`src/rtl/gzhp_pkg.sv`:
```
// Shared types and constants for the gzip/zlib header parser.
// No dependencies; used by gzip_zlib_header_parser.
`timescale 1ns / 1ps

package gzhp_pkg;

    // Parse phases, one-hot
    typedef enum logic [9:0] {
        PH_IDLE  = 10'b00_0000_0001,
        PH_DONE  = 10'b00_0000_0010,
        PH_Z0    = 10'b00_0000_0100,
        PH_Z1    = 10'b00_0000_1000,
        PH_GFIX  = 10'b00_0001_0000,
        PH_XLEN  = 10'b00_0010_0000,
        PH_XDATA = 10'b00_0100_0000,
        PH_NAME  = 10'b00_1000_0000,
        PH_COMM  = 10'b01_0000_0000,
        PH_HCRC  = 10'b10_0000_0000
    } phase_t;

    // Result status codes
    localparam logic [2:0] ST_ZLIB_OK  = 3'd0;
    localparam logic [2:0] ST_RAW      = 3'd1;
    localparam logic [2:0] ST_GZIP_OK  = 3'd2;
    localparam logic [2:0] ST_BAD_ZLIB = 3'd3;
    localparam logic [2:0] ST_BAD_GZIP = 3'd4;
    localparam logic [2:0] ST_DICT     = 3'd5;

    // Header constants
    localparam logic [7:0] GZIP_ID1      = 8'd31;
    localparam logic [7:0] GZIP_ID2      = 8'd139;
    localparam logic [3:0] ZLIB_CM_DEFL  = 4'd8;
    localparam int         ZLIB_FDICT    = 5;
    localparam logic [3:0] GZIP_FIX_LEN  = 4'd10;
    localparam logic [3:0] GZIP_FLG_POS  = 4'd3;
    localparam int         FLG_HCRC      = 1;
    localparam int         FLG_EXTRA     = 2;
    localparam int         FLG_NAME      = 3;
    localparam int         FLG_COMMENT   = 4;
    localparam int         OUT_LEN_BITS  = 20;

endpackage

```
`src/rtl/gzip_zlib_header_parser.sv`:
```
// Gzip / zlib header parser top level: phase machine and result register.
// Depends on gzhp_pkg.
`timescale 1ns / 1ps

// A result is registered: it appears in m_* in the cycle after the word that finishes the header is taken.
// Throughput: one input word per cycle while m_ready is high; the phase machine computes its
// next state combinationally and the result register reloads in the cycle its word is taken. s_ready drops
// whenever a result is held and m_ready is low, even for words that produce no result.
// Reset (aresetn low, synchronous): idle phase, counters and flags zero, stream_format 0,
// no result pending.
module gzip_zlib_header_parser #(
    parameter int LENGTH_BITS = 20
) (
    input  logic                              aclk,
    input  logic                              aresetn,
    // configuration
    input  logic                              cfg_valid,
    output logic                              cfg_ready,
    input  logic                              cfg_data,
    // input words
    input  logic                              s_valid,
    output logic                              s_ready,
    input  logic [7:0]                        s_byte_value,
    input  logic                              s_stream_start,
    input  logic                              s_data_ended,
    // results
    output logic                              m_valid,
    input  logic                              m_ready,
    output logic [2:0]                        m_status,
    output logic [gzhp_pkg::OUT_LEN_BITS-1:0] m_header_length,
    output logic [7:0]                        m_gzip_flags
);

    gzhp_pkg::phase_t        phase_reg, phase_next;
    logic [3:0]              pbc_reg, pbc_next;
    logic [7:0]              flag_reg, flag_next;
    logic [15:0]             xlen_reg, xlen_next;
    logic [LENGTH_BITS-1:0]  cnt_reg, cnt_next;
    logic [7:0]              zfb_reg, zfb_next;
    logic                    fmt_reg;

    logic                    emit;
    logic [2:0]              emit_status;
    logic [LENGTH_BITS-1:0]  emit_len;
    logic [7:0]              emit_flags;
    logic                    gz;
    logic                    accept;

    logic                              m_valid_reg;
    logic [2:0]                        m_status_reg;
    logic [gzhp_pkg::OUT_LEN_BITS-1:0] m_len_reg;
    logic [7:0]                        m_flags_reg;
    logic [31:0]                       emit_len_ext;

    // Next optional gzip part after the given one, done if none
    function automatic gzhp_pkg::phase_t gzip_next(input gzhp_pkg::phase_t from,
                                                   input logic [7:0] flg);
        gzhp_pkg::phase_t r;
        logic             past_x, past_n, past_c, past_h;
        past_x = (from != gzhp_pkg::PH_GFIX);
        past_n = past_x && (from != gzhp_pkg::PH_XLEN) && (from != gzhp_pkg::PH_XDATA);
        past_c = past_n && (from != gzhp_pkg::PH_NAME);
        past_h = past_c && (from != gzhp_pkg::PH_COMM);
        if (!past_x && flg[gzhp_pkg::FLG_EXTRA]) begin
            r = gzhp_pkg::PH_XLEN;
        end else if (!past_n && flg[gzhp_pkg::FLG_NAME]) begin
            r = gzhp_pkg::PH_NAME;
        end else if (!past_c && flg[gzhp_pkg::FLG_COMMENT]) begin
            r = gzhp_pkg::PH_COMM;
        end else if (!past_h && flg[gzhp_pkg::FLG_HCRC]) begin
            r = gzhp_pkg::PH_HCRC;
        end else begin
            r = gzhp_pkg::PH_DONE;
        end
        return r;
    endfunction

    assign cfg_ready = 1'b1;
    assign s_ready   = !m_valid_reg || m_ready;
    assign accept    = s_valid && s_ready;

    // Phase machine: next state and result for one word
    always_comb begin
        phase_next  = phase_reg;
        pbc_next    = pbc_reg;
        flag_next   = flag_reg;
        xlen_next   = xlen_reg;
        cnt_next    = cnt_reg;
        zfb_next    = zfb_reg;
        emit        = 1'b0;
        emit_status = gzhp_pkg::ST_ZLIB_OK;
        emit_len    = cnt_reg;
        emit_flags  = 8'd0;
        gz          = 1'b0;

        // restart on stream start or the first word after reset
        if (s_stream_start || (phase_reg == gzhp_pkg::PH_IDLE && !s_data_ended)) begin
            pbc_next   = '0;
            flag_next  = '0;
            xlen_next  = '0;
            cnt_next   = '0;
            zfb_next   = '0;
            phase_next = fmt_reg ? gzhp_pkg::PH_GFIX : gzhp_pkg::PH_Z0;
        end

        if (phase_next != gzhp_pkg::PH_IDLE && phase_next != gzhp_pkg::PH_DONE) begin
            gz = (phase_next != gzhp_pkg::PH_Z0) && (phase_next != gzhp_pkg::PH_Z1);
            if (s_data_ended) begin
                // header cut short
                emit        = 1'b1;
                emit_status = gz ? gzhp_pkg::ST_BAD_GZIP : gzhp_pkg::ST_BAD_ZLIB;
                emit_len    = cnt_next;
                emit_flags  = gz ? flag_next : 8'd0;
                phase_next  = gzhp_pkg::PH_DONE;
            end else begin
                // saturating byte count
                if (!(&cnt_next)) begin
                    cnt_next = cnt_next + 1'b1;
                end
                emit_len = cnt_next;
                unique case (phase_next)
                    gzhp_pkg::PH_Z0: begin
                        zfb_next   = s_byte_value;
                        phase_next = gzhp_pkg::PH_Z1;
                    end
                    gzhp_pkg::PH_Z1: begin
                        emit       = 1'b1;
                        phase_next = gzhp_pkg::PH_DONE;
                        if (zfb_next[3:0] == gzhp_pkg::ZLIB_CM_DEFL) begin
                            emit_status = s_byte_value[gzhp_pkg::ZLIB_FDICT] ?
                                          gzhp_pkg::ST_DICT : gzhp_pkg::ST_ZLIB_OK;
                        end else begin
                            emit_status = gzhp_pkg::ST_RAW;
                            emit_len    = '0;
                        end
                    end
                    gzhp_pkg::PH_GFIX: begin
                        if ((pbc_next == 4'd0 && s_byte_value != gzhp_pkg::GZIP_ID1) ||
                            (pbc_next == 4'd1 && s_byte_value != gzhp_pkg::GZIP_ID2)) begin
                            emit        = 1'b1;
                            emit_status = gzhp_pkg::ST_BAD_GZIP;
                            phase_next  = gzhp_pkg::PH_DONE;
                        end else begin
                            if (pbc_next == gzhp_pkg::GZIP_FLG_POS) begin
                                flag_next = s_byte_value;
                            end
                            pbc_next = pbc_next + 4'd1;
                            if (pbc_next >= gzhp_pkg::GZIP_FIX_LEN) begin
                                phase_next = gzip_next(gzhp_pkg::PH_GFIX, flag_next);
                                pbc_next   = '0;
                            end
                        end
                    end
                    gzhp_pkg::PH_XLEN: begin
                        if (pbc_next == 4'd0) begin
                            xlen_next = {8'd0, s_byte_value};
                            pbc_next  = 4'd1;
                        end else begin
                            xlen_next = {s_byte_value, xlen_next[7:0]};
                            pbc_next  = '0;
                            if (xlen_next == 16'd0) begin
                                phase_next = gzip_next(gzhp_pkg::PH_XDATA, flag_next);
                            end else begin
                                phase_next = gzhp_pkg::PH_XDATA;
                            end
                        end
                    end
                    gzhp_pkg::PH_XDATA: begin
                        if (xlen_next != 16'd0) begin
                            xlen_next = xlen_next - 16'd1;
                        end
                        if (xlen_next == 16'd0) begin
                            phase_next = gzip_next(gzhp_pkg::PH_XDATA, flag_next);
                            pbc_next   = '0;
                        end
                    end
                    gzhp_pkg::PH_NAME, gzhp_pkg::PH_COMM: begin
                        if (s_byte_value == 8'd0) begin
                            phase_next = gzip_next(phase_next, flag_next);
                            pbc_next   = '0;
                        end
                    end
                    gzhp_pkg::PH_HCRC: begin
                        pbc_next = pbc_next + 4'd1;
                        if (pbc_next >= 4'd2) begin
                            phase_next = gzip_next(gzhp_pkg::PH_HCRC, flag_next);
                            pbc_next   = '0;
                        end
                    end
                    default: begin
                        phase_next = gzhp_pkg::PH_DONE;
                    end
                endcase
                // gzip header complete
                if (gz && !emit && phase_next == gzhp_pkg::PH_DONE) begin
                    emit        = 1'b1;
                    emit_status = gzhp_pkg::ST_GZIP_OK;
                    emit_flags  = flag_next;
                end
            end
        end
    end

    assign emit_len_ext = 32'(emit_len);

    // State registers: advance on each accepted word; the format bit loads on a configuration handshake
    always_ff @(posedge aclk) begin
        if (!aresetn) begin
            phase_reg <= gzhp_pkg::PH_IDLE;
            pbc_reg   <= '0;
            flag_reg  <= '0;
            xlen_reg  <= '0;
            cnt_reg   <= '0;
            zfb_reg   <= '0;
            fmt_reg   <= 1'b0;
        end else begin
            if (cfg_valid && cfg_ready) begin
                fmt_reg <= cfg_data;
            end
            if (accept) begin
                phase_reg <= phase_next;
                pbc_reg   <= pbc_next;
                flag_reg  <= flag_next;
                xlen_reg  <= xlen_next;
                cnt_reg   <= cnt_next;
                zfb_reg   <= zfb_next;
            end
        end
    end

    // Result register: load on emit, drop when taken
    always_ff @(posedge aclk) begin
        if (!aresetn) begin
            m_valid_reg <= 1'b0;
        end else if (accept && emit) begin
            m_valid_reg <= 1'b1;
        end else if (m_ready) begin
            m_valid_reg <= 1'b0;
        end
    end

    always_ff @(posedge aclk) begin
        if (accept && emit) begin
            m_status_reg <= emit_status;
            m_len_reg    <= emit_len_ext[gzhp_pkg::OUT_LEN_BITS-1:0];
            m_flags_reg  <= emit_flags;
        end
    end

    assign m_valid         = m_valid_reg;
    assign m_status        = m_status_reg;
    assign m_header_length = m_len_reg;
    assign m_gzip_flags    = m_flags_reg;

endmodule
```
`config.mk`:
```
export PLATFORM = sky130hd
export DESIGN_NAME = gzip_zlib_header_parser
export DESIGN_NICKNAME = d
export VERILOG_FILES = /design/src/rtl/gzhp_pkg.sv /design/src/rtl/gzip_zlib_header_parser.sv
export SDC_FILE = /design/constraint.sdc
export NUM_CORES = 1
export LEC_CHECK = 0
export BUFFER_PORTS_ARGS = -buffer_cell sky130_fd_sc_hd__buf_2
export CAP_MARGIN = 20
export CORE_AREA = 2 2 112 157
export DETAILED_ROUTE_END_ITERATION = 12
export DIE_AREA = 0 0 114 159
export PLACE_DENSITY = 0.59
export SETUP_SLACK_MARGIN = 0.2
export SKIP_LAST_GASP = 1
export SLEW_MARGIN = 0
export SYNTH_ARGS = -nofsm -noshare
export SYNTH_HDL_FRONTEND = slang
export SYNTH_SLANG_ARGS = --single-unit
```
`constraint.sdc`:
```
create_clock -name aclk -period 13 [get_ports aclk]
set_clock_uncertainty 0.1 [all_clocks]
set_input_delay 1.3 -clock aclk [delete_from_list [all_inputs] [get_ports aclk]]
set_output_delay 1.3 -clock aclk [all_outputs]
set_load 0.1 [all_outputs]
```
Yosys cells after proc, flatten, opt, wreduce, memory -nomap -nowiden
Cells that the tools add are included.
- add/subtract/negate cells: 3
- order comparisons: 2
- equality and inequality tests: 24
- mux-type cells: 85
- reduce and logical (&&, ||, !) cells: 35
- operator list (cell ; count):
    10-bit 2-to-1 mux ; 23
    20-bit 2-to-1 mux ; 8
    8-bit 2-to-1 mux ; 17
    16-bit 2-to-1 mux ; 8
    10-bit one-hot mux with 6 select lines ; 1
    16-bit logical NOT ; 2
    4-bit 2-to-1 mux ; 8
    16-bit one-hot mux with 2 select lines ; 1
    20-bit by 1-bit adder with 20-bit output, second input constant ; 1
    4-bit one-hot mux with 5 select lines ; 1
    20-bit AND reduction ; 1
    3-bit 2-to-1 mux ; 6
    1-bit logical AND ; 17
    16-bit nonzero test ; 1
    16-bit by 1-bit subtractor with 16-bit output, second input constant ; 1
    10-bit by 1-bit == test with 1-bit output, second input constant ; 1
    10-bit == test, second input constant ; 1
    10-bit by 2-bit == test with 1-bit output, second input constant ; 1
    10-bit by 3-bit == test with 1-bit output, second input constant ; 1
    10-bit by 4-bit == test with 1-bit output, second input constant ; 1
    10-bit by 5-bit == test with 1-bit output, second input constant ; 1
    10-bit by 6-bit == test with 1-bit output, second input constant ; 1
    10-bit by 7-bit == test with 1-bit output, second input constant ; 1
    10-bit by 8-bit == test with 1-bit output, second input constant ; 1
    other kinds (28) ; 44
- bits in registers: 99
- input bits: 16
- output and inout bits: 34
- word-level logic and storage cells: 160

Logic depth before layout (Yosys ltp)
Gate-level depths: netlist (run 1).
- depth in word-level cells: 27
- gate-level depth with buffers: 20
- mapped depth without buffers: 13

Least setup slack after synthesis (run 1)
OpenSTA, ideal clock, no wires.
- path kind: input to register
- start point: input port s_data_ended
- end point: register m_flags_reg[0], in the netlist m_gzip_flags[0], enable pin
- setup time: 0.429 ns
- arrival time: 6.712 ns
- data required time: 12.471 ns
- path slack: 5.759 ns
- stages: 19
- buffers on the path: 7
- cell sequence: nor3b_1 -> a31oi_2 -> buf_6 -> buf_2 -> buf_2 -> clkbuf_1 -> clkbuf_1 -> nand2_1 -> ha_1 -> buf_2 -> or4b_1 -> buf_2 -> nor4_4 -> a311o_1 -> a211oi_1 -> a2111oi_2 -> and2_4 -> a2bb2oi_4 -> a21oi_1
- cells in the longest elaborated chain, start to end: 25
- elaborated cells between the ends (all ways): 94
- classes of those cells: add/sub: 2; order compare: 2; eq/ne: 20; mux: 41; reduce/logical: 29
- ends and longest elaborated chain (item ; line ; text):
    from (decl) ; gzip_zlib_header_parser.sv:25 ; input logic s_data_ended,
    parallel branches: the longest is 23 deep, another holds 16-bit by 1-bit subtractor with 16-bit output ; n/a ;
    1-bit 2-to-1 mux * ; gzip_zlib_header_parser.sv:106 ; if (phase_next != gzhp_pkg::PH_IDLE && phase_next != gzhp_pkg::PH_DONE) begin
    1-bit logical AND * ; gzip_zlib_header_parser.sv:243 ; if (accept && emit) begin
    to (signal assigned) ; gzip_zlib_header_parser.sv:246 ; m_flags_reg <= emit_flags;
    to (decl) ; gzip_zlib_header_parser.sv:52 ; logic [7:0] m_flags_reg;
Mark *: on every way between the ends. The select of a mux whose other input is x is not followed.
A chain may end at the register's enable or synchronous reset.

Worst setup path after layout (run 1)
- start point: input port s_data_ended
- end point: register m_len_reg, in the netlist m_header_length[3], enable pin
- cells in the longest elaborated chain, start to end: 25
- elaborated cells between the ends (all ways): 94
- classes of those cells: add/sub: 2; order compare: 2; eq/ne: 20; mux: 41; reduce/logical: 29
- ends and longest elaborated chain (item ; line ; text):
    parallel branches: the longest is 23 deep, another holds 16-bit by 1-bit subtractor with 16-bit output ; n/a ;
    1-bit 2-to-1 mux * ; gzip_zlib_header_parser.sv:106 ;
    1-bit logical AND * ; gzip_zlib_header_parser.sv:243 ;
    to (signal assigned) ; gzip_zlib_header_parser.sv:245 ; m_len_reg <= emit_len_ext[gzhp_pkg::OUT_LEN_BITS-1:0];
    to (decl) ; gzip_zlib_header_parser.sv:51 ; logic [gzhp_pkg::OUT_LEN_BITS-1:0] m_len_reg;
Marked as above.

==> results.json, run 1 <==
{
  "async_reset_ff_share_pct": 0,
  "cts.reportedPaths.clkPinSlew_ps": 70,
  "crit_slowest_cell": "a21oi_4",
  "drive_above_1_share_pct": 12.81,
  "yosysSeqAreaShare_pct": 33.57,
  "dp_hpwl_um": 16690,
  "clock-root-buffer": "clkbuf_16",
  "cts_tree": "done",
  "grt-busiest-layer": "met2",
  "post-place-ws_ps": 6382,
  "crit_required_ps": 12880,
  "rows": 56,
  "synth_edf_count": 31,
  "cts.sinks": 95,
  "rsz0062_at_grt": "no",
  "hold_start": "zfb_reg[3]",
  "die_y_um": 159,
  "p_per_area_nw_per_um2": 106.3,
  "yosys.area.top_type_share_pct": 19.45,
  "r2r_end": "m_header_length[3]",
  "clock_path_buffers": 2,
  "via_per_inst": 6.479,
  "die_w_um": 114,
  "critPathTopFamily": "simple AND/OR/NAND/NOR gates",
  "cpPeakStageDelay_ps": 810,
  "synth.avg_cell_area_um2": 7.807,
  "ir_drop_v": 0.00005549,
  "crit_arrival_ps": 6190,
  "ys_top_cells_by_area": "dfxtp_1, edfxtp_1, a21oi_1",
  "grt_pass1_vias": 6564,
  "drc": 0,
  "maxCapViolCount": 0,
  "grt_use_met3_pct": 4.492,
  "drt_wl_total_um": 23030,
  "cp-start-kind": "input pin",
  "worst-path-buf-inv": 1,
  "post-cts-setup-buffers": 0,
  "drt_iter0_drc": 565,
  "grt_antenna_before_repair": 0,
  "avgRoutedWirePerCell_um": 21.68,
  "grt_use_total_pct": 25.40,
  "cts_max_level": 3,
  "yosysTopAreaCell": "dfxtp_1",
  "final_cell_mix": "nand2_1, nor2_1, a21oi_1, o21ai_0, dfxtp_1",
  "hold-path-endpoint": "zfb_reg[3]",
  "final_nets": 875,
  "io_buffers": 48,
  "synth_fp_nets": 865,
  "core_region_area_um2": 16680,
  "grtUsageMet1_pct": 25.83,
  "grt_pass1_wl_um": 35790,
  "syn_to_final_growth_pct": 8.678,
  "period_minus_slack_ps": 6307,
  "insertion_delay_ps": 360,
  "grt_overflow": 0,
  "synth_seq_cells": 95,
  "setup_viol": 0,
  "finalWorstSetupSlack_ps": 6693,
  "cp_max_fo": 31,
  "first_pass_iters": 5,
  "hold_buffers": 0,
  "crit_type": "in2reg",
  "critPathCaptureType": "flop",
  "setup-tns-final_ps": 0,
  "yosys_warnings": 0,
  "initial_core_util_pct": 39.51,
  "hp-class": "reg2reg",
  "drv_slew": 0,
  "cts-buffers-inserted": 9,
  "synthCells": 844,
  "grt_max_degree": 45,
  "hold_viol": 0,
  "ios": 50,
  "gp_congestion": 0.9650,
  "drtAntennaViolNets": 0,
  "rr_startpoint": "phase_reg[5]",
  "synth.distinct_cells": 92,
  "fin_crit_sh_pct": 48.52,
  "netlist_area_um2": 6589,
  "ys.flop_type": "dfxtp_1",
  "n_antenna_cell": 0,
  "final_common_cell": "nand2_1",
  "cp_cell_sequence": "buf_2 > nor3b_1 > a31oi_4 > nand2_1 > ha_1 > or4b_1 > nor4_4 > a311o_1 > a211oi_1 > a2111oi_2 > and2_4 > a2bb2oi_4 > a21oi_4",
  "tightest_slew_ps": 1078,
  "status": "finished, final reports clean",
  "whs_path_depth": 2,
  "dieArea_um2": 18130,
  "via_count": 6881,
  "maxClockFrequency_mhz": 158.6,
  "ff2ff_path_depth": 12,
  "met2_usage_pct": 45.59,
  "hold_slack_ps": 406.0,
  "rrSetupSlack_ps": 7190,
  "slew_headroom_pct": 27.39,
  "p_leak_uw": 0.002453,
  "post_cts_resized": 0
}
==> cell usage after synthesis (15+ instances only) <==
cell type / instances
a21oi_1: 83
a22oi_1: 23
a31oi_1: 16
clkbuf_1: 36
dfxtp_1: 64
edfxtp_1: 31
inv_1: 15
nand2_1: 103
nand3_1: 30
nor2_1: 89
nor3_1: 32
o21ai_0: 65
==> layer usage <==
layer,vias up,share of wire [%]
li1,3195,-
met1,3263,36
met2,314,52
met3,109,4.9
met4,0,6.9
met5,-,0
==> worst max-delay path by stage <==
stage                       startpoint             endpoint  slack (ps)  depth (start not counted)
after detailed placement  s_data_ended   m_header_length[2]        6380                         13
after CTS                 s_data_ended   m_header_length[5]        6730                         13
final                     s_data_ended   m_header_length[3]        6690                         13
after global placement    s_data_ended   m_header_length[2]        6470                         13
after global routing      s_data_ended  m_header_length[18]        6340                         13
after floorplan           s_data_ended      m_gzip_flags[0]        5760                         19
==> kinds of logic (layout without fill, tap and decap cells) <==
family | Yosys count | in the layout | share of synthesized area [%]
muxes | 4 | 4 | 0.6077
and+or+nand+nor | 365 | 365 | 28.20
AOI/OAI and AO/OA | 289 | 289 | 29.40
xor gates and xnor gates | 12 | 12 | 1.595
DFF | 95 | 95 | 33.57
buffers and inverters | 73 | 88 | 5.621
adders and majority gates | 5 | 5 | 0.9495
other | 1 | 1 | 0.05691
==> report_power, final <==
part           internal [uW]  switching [uW]
registers                317            4.43
clock network            156             123
logic                   27.7             133
==> area by class of cell <==
| cell class | instances | area (um^2) |
|---|---|---|
| timing repair buffer | 56 | 300.3 |
| multi-input combinational | 676 | 4026 |
| inverter | 16 | 60.06 |
| clock inverter | 5 | 65.06 |
| fill | 1738 | 9515 |
| tap | 203 | 254.0 |
| clock buffer | 11 | 242.7 |
| sequential | 95 | 2212 |
==> metrics by stage <==
step                util (%)  total power, uW  instance area (um^2)  std cells
floorplan                  -            449.4                  6589        844
detailed placement     41.09            487.5                  6853       1046
global route           42.94            786.7                  7161       1062
CTS                    42.94            764.6                  7161       1062
global placement       41.09            487.7                  6853       1046
finish                 42.94            761.3                  7161       1062
==> worst register-to-register path: cells and delay by family, from the launching register on <==
| family | cells | cell delay (ps) |
|---|---|---|
| adders and majority gates | 1 | 340 |
| AOI/OAI and AO/OA | 6 | 2090 |
| and+or+nand+nor | 5 | 2440 |
| DFF | 1 | 440 |
Note: power is estimated with default switching activity, not from simulation.
==> run 2: changes to the inputs <==
--- a/config.mk
+++ b/config.mk
@@ -10,7 +10,7 @@
 export CORE_AREA = 2 2 112 157
 export DETAILED_ROUTE_END_ITERATION = 12
 export DIE_AREA = 0 0 114 159
-export PLACE_DENSITY = 0.59
+export PLACE_DENSITY = 0.61
 export SETUP_SLACK_MARGIN = 0.2
 export SKIP_LAST_GASP = 1
 export SLEW_MARGIN = 0
==> constraint.sdc (replaced) <==
create_clock -name aclk -period 5.62 [get_ports aclk]
set_clock_uncertainty 0.1 [all_clocks]
set_input_delay 0.562 -clock aclk [delete_from_list [all_inputs] [get_ports aclk]]
set_output_delay 0.562 -clock aclk [all_outputs]
set_load 0.1 [all_outputs]
==> run 2 against run 1 <==
Net effect: clock power rose by 130%; first-iteration DRC count rose by 8.8%; worst hold slack got worse by 58 ps; cell area rose by 0.87%; total power rose by 130%; setup slack got worse by 6000 ps; clock-buffer cell count fell by 1; non-clock buffer count rose by 5; sequential share of layout area fell by 0.27 points; die area did not move; critical path depth fell by 1.
==> results.json, run 2 (synthesis gave the netlist of run 1 again) <==
{
  "status": "finished, final reports clean",
  "crit_type": "reg2reg",
  "core_region_area_um2": 16680,
  "dieArea_um2": 18130,
  "post_cts_resized": 0,
  "grt_antenna_before_repair": 0,
  "wirelength_met1_um": 8309,
  "grt_use_total_pct": 25.15,
  "fin_crit_sh_pct": 88.21,
  "post-cts-setup-buffers": 0,
  "drt_iter0_drc": 615,
  "crit_required_ps": 5580,
  "cts.sinks": 95,
  "drt_wl_total_um": 22900,
  "ir_drop_v": 0.0001484,
  "wl_met2_um": 12090,
  "maxCapViolCount": 0,
  "cts.reportedPaths.clkPinSlew_ps": 70,
  "drc": 0,
  "tightest_slew_ps": 1165,
  "ios": 50,
  "final_cell_mix": "nand2_1, nor2_1, a21oi_1, o21ai_0, dfxtp_1",
  "grt_overflow": 0,
  "first_pass_iters": 5,
  "io_buffers": 48,
  "gp_congestion": 0.9086,
  "drtAntennaViolNets": 0,
  "crit_arrival_ps": 4920,
  "dp_hpwl_um": 16880,
  "maxClockFrequency_mhz": 201.7,
  "dr_wl_met3_um": 1212,
  "via_count": 6811,
  "syn_to_final_growth_pct": 9.628,
  "period_minus_slack_ps": 4957,
  "die_y_um": 159,
  "post_dp_cell_area_um2": 6925,
  "insertion_delay_ps": 360,
  "cts_tree": "done",
  "cp_max_fo": 23,
  "cp-start-kind": "flop",
  "die_w_um": 114,
  "drive_above_1_share_pct": 13.43,
  "slew_headroom_pct": 20.29,
  "setup-tns-final_ps": 0,
  "n_antenna_cell": 0,
  "cts_max_level": 3,
  "p_leak_uw": 0.002493,
  "critPathCaptureType": "flop",
  "initial_core_util_pct": 39.51,
  "rows": 56,
  "clock_path_buffers": 2,
  "grt_pass1_vias": 6425,
  "grt_pass1_wl_um": 35550,
  "topRoutingLayerUsed": "met4",
  "hp-class": "in2reg",
  "rsz0062_at_grt": "no",
  "hold_buffers": 0,
  "via_per_inst": 6.383,
  "p_per_area_nw_per_um2": 242.4,
  "grt_max_degree": 48,
  "final_common_cell": "nand2_1",
  "cts-buffers-inserted": 9,
  "final_nets": 880,
  "clock-root-buffer": "clkbuf_16",
  "setup_viol": 0,
  "design_area_um2": 7223,
  "drv_slew": 0,
  "avgRoutedWirePerCell_um": 21.46,
  "hold_viol": 0
}
[run 2: routing by layer]
metal | global-route usage (%) | vias to the layer above
met5 | 0 | -
met4 | 14.30 | 0
met2 | 45.78 | 303
li1 | - | 3204
met1 | 27.13 | 3220
met3 | 3.845 | 84
[run 2: through the flow]
| step | instances | hold slack, ps | total power [uW] | utilization, % | setup slack [ps] |
|---|---|---|---|---|---|
| after floorplan | 844 | 357.3 | 1043 | - | 201.7 |
| after global placement | 1051 | 384.6 | 1134 | 41.53 | 761.3 |
| after detailed placement | 1051 | 389.0 | 1134 | 41.53 | 658.3 |
| after CTS | 1067 | 355.7 | 1762 | 43.31 | 685.4 |
| after global routing | 1067 | 404.2 | 1813 | 43.31 | 343.0 |
| final | 1067 | 347.5 | 1751 | 43.31 | 662.6 |
[run 2: critical path: stages (launching register included)]
cell and delay, ps:
dfxtp_1 420, nor4_4 510, a31oi_4 200, nand2_1 150, ha_1 340, or4b_1 630
nor4_4 490, nor4_1 200, a2111oi_2 640, and2_4 280, a2bb2oi_4 110, a21oi_4 350
buf_12 230
[run 2: cell type report]
class	count	area, um^2
clock buffer	10	229.0
clock inverter	6	68.82
fill	1770	9453
inverter	16	60.06
multi-input combinational	676	4049
sequential	95	2212
tap	203	254.0
timing repair buffer	61	350.3
[run 2: path summary, 6_finish.rpt]
path	start	endpoint	slack, ps	cells past startpoint
worst min-delay path	cfg_data	fmt_reg	350	3
worst max register to register	phase_reg[8]	m_header_length[6]	660	12
worst min register to register	zfb_reg[1]	zfb_reg[1]	400	2
worst max-delay path	phase_reg[8]	m_header_length[6]	660	12
[run 2: where the power goes]
group | internal (uW) | leakage, uW | total, uW | switching [uW]
registers | 732 | 0.000820 | 742 | 9.54
clock network | 348 | 0.000143 | 628 | 281
logic | 70.6 | 0.00153 | 381 | 310
==> run 3: changes to the inputs <==
--- a/config.mk
+++ b/config.mk
@@ -7,13 +7,12 @@
 export LEC_CHECK = 0
 export BUFFER_PORTS_ARGS = -buffer_cell sky130_fd_sc_hd__buf_2
 export CAP_MARGIN = 20
-export CORE_AREA = 2 2 112 157
+export CORE_AREA = 2 2 157 113
 export DETAILED_ROUTE_END_ITERATION = 12
-export DIE_AREA = 0 0 114 159
+export DIE_AREA = 0 0 159 115
 export PLACE_DENSITY = 0.61
 export SETUP_SLACK_MARGIN = 0.2
 export SKIP_LAST_GASP = 1
-export SLEW_MARGIN = 0
 export SYNTH_ARGS = -nofsm -noshare
 export SYNTH_HDL_FRONTEND = slang
 export SYNTH_SLANG_ARGS = --single-unit
==> run 3 against run 2 <==
Net effect: first-iteration DRC count is 70% higher; sequential share of layout area grew 0.096 points; critical path depth unchanged; die area rose by 0.88%; register-to-register slack hardly changed; core utilization down 0.49 points; wire length increased by 0.34%; fmax shrank 0.10%; cell count up 2.4%; clock-buffer cell count rose by 1; highest routed layer unchanged.
==> results.json, run 3 (synthesis gave the netlist of run 1 again) <==
{
  "rsz0062_at_grt": "no",
  "hp-class": "in2reg",
  "grt_use_total_pct": 25.28,
  "worst-path-buf-inv": 1,
  "cts.reportedPaths.clkPinSlew_ps": 70,
  "power_frac_seq_pct": 43.5,
  "n_antenna_cell": 0,
  "dp_cells": 1077,
  "dp_hpwl_um": 16420,
  "slew_headroom_pct": 30.22,
  "p_per_area_nw_per_um2": 237.3,
  "grt_max_degree": 56,
  "final_common_cell": "nand2_1",
  "final_nets": 878,
  "hold_buffers": 0,
  "io_buffers": 48,
  "cp_cell_sequence": "nor4_4 > a31oi_4 > nand2_1 > ha_1 > or4b_1 > nor4_4 > nor4_1 > a2111oi_2 > and2_4 > a2bb2oi_4 > a21oi_4 > buf_4",
  "ir_drop_v": 0.0001337,
  "via_count": 6891,
  "cts_max_level": 3,
  "grt_antenna_before_repair": 0,
  "grt_pass1_vias": 6021,
  "crit_slowest_cell": "or4b_1",
  "tightest_slew_ps": 1032,
  "cts.sinks": 95,
  "maxCapViolCount": 0,
  "crit_arrival_ps": 4880,
  "gp_congestion": 0.9810,
  "post-place-ws_ps": 641.9,
  "drt_iter0_drc": 1044,
  "die_w_um": 159,
  "via_per_inst": 6.305,
  "cts-buffers-inserted": 9,
  "initial_core_util_pct": 39.18,
  "p_leak_uw": 0.002458,
  "clkPwrFrac_pct": 34.3,
  "crit_type": "reg2reg",
  "power_uw": 1709,
  "critPathCaptureType": "flop",
  "comb_power_share_pct": 22.2,
  "fill_cells": 1722,
  "avgRoutedWirePerCell_um": 21.02,
  "finalWorstSetupSlack_ps": 657.5,
  "ios": 50,
  "drtAntennaViolNets": 0,
  "post_cts_resized": 0,
  "setup-tns-final_ps": 0,
  "critPathTopFamily": "simple AND/OR/NAND/NOR gates",
  "drv_slew": 0,
  "syn_to_final_growth_pct": 9.286,
  "setup_viol": 0,
  "rows": 40,
  "die_y_um": 115,
  "p_int_uw": 1100,
  "cts_tree": "done",
  "fin_crit_sh_pct": 88.30,
  "dieArea_um2": 18290,
  "final_cell_mix": "nand2_1, nor2_1, a21oi_1, o21ai_0, dfxtp_1",
  "grt_overflow": 0,
  "first_pass_iters": 6,
  "swShare_pct": 35.65,
  "crit_required_ps": 5540,
  "cp-start-kind": "flop",
  "status": "finished, final reports clean",
  "maxClockFrequency_mhz": 201.5,
  "hold_viol": 0,
  "multi_input_area_um2": 4049,
  "final_cells": 1093,
  "drive_above_1_share_pct": 12.99,
  "cp_max_fo": 31,
  "drc": 0,
  "grt_pass1_wl_um": 35870,
  "core_region_area_um2": 16820,
  "clock-root-buffer": "clkbuf_16",
  "drt_wl_total_um": 22980,
  "clock_path_buffers": 2,
  "period_minus_slack_ps": 4963,
  "insertion_delay_ps": 370,
  "cpPeakStageDelay_ps": 630,
  "power.switching_uw": 609.2,
  "seq_area_um2": 2212,
  "post-cts-setup-buffers": 0,
  "path_common_cell": "nor4_4"
}
-- run 3: layer usage --
| metal | part of all wire [%] | track usage (%) | wire length [um] |
|---|---|---|---|
| met5 | 0 | 0 | 0 |
| met4 | 1.6 | 6.545 | 361 |
| met3 | 14 | 8.514 | 3158 |
| met2 | 36 | 32.00 | 8283 |
| met1 | 49 | 39.56 | 11170 |
-- run 3: tightest hold or removal path, stage by stage --
cell and delay [ps]:
buf_2 70, mux2i_1 50, nor2_1 70
-- run 3: cell type report --
| type | count | area share (%) |
|---|---|---|
| clock buffer | 11 | 3.232 |
| clock inverter | 5 | 0.4865 |
| inverter | 16 | 0.8341 |
| multi-input combinational | 676 | 56.23 |
| sequential | 95 | 30.72 |
| tap | 231 | 4.014 |
| timing repair buffer | 59 | 4.483 |
-- run 3: stage by stage --
step,util (%),instance area (um^2),hold slack (ps)
2_1_floorplan,-,6631,357.3
3_3_place_gp,41.23,6933,380.7
3_5_place_dp,41.23,6933,386.1
4_1_cts,42.82,7201,342.2
5_1_grt,42.82,7201,363.8
6_report,42.82,7201,336.9
-- run 3: power by group through the flow --
stage               clock network [uW]  logic, uW  registers, uW
floorplan                            0        165            877
global placement                     0        373            759
detailed placement                   0        371            759
CTS                                594        372            744
global route                       623        398            746
finish                             586        379            744
-- run 3: final timing paths --
path | from | end | slack [ps] | depth (start not counted)
worst min-delay path | cfg_data | fmt_reg | 340 | 3
worst min register to register | zfb_reg[3] | zfb_reg[3] | 400 | 2
worst max register to register | phase_reg[8] | m_header_length[17] | 660 | 12
worst max-delay path | phase_reg[8] | m_header_length[17] | 660 | 12
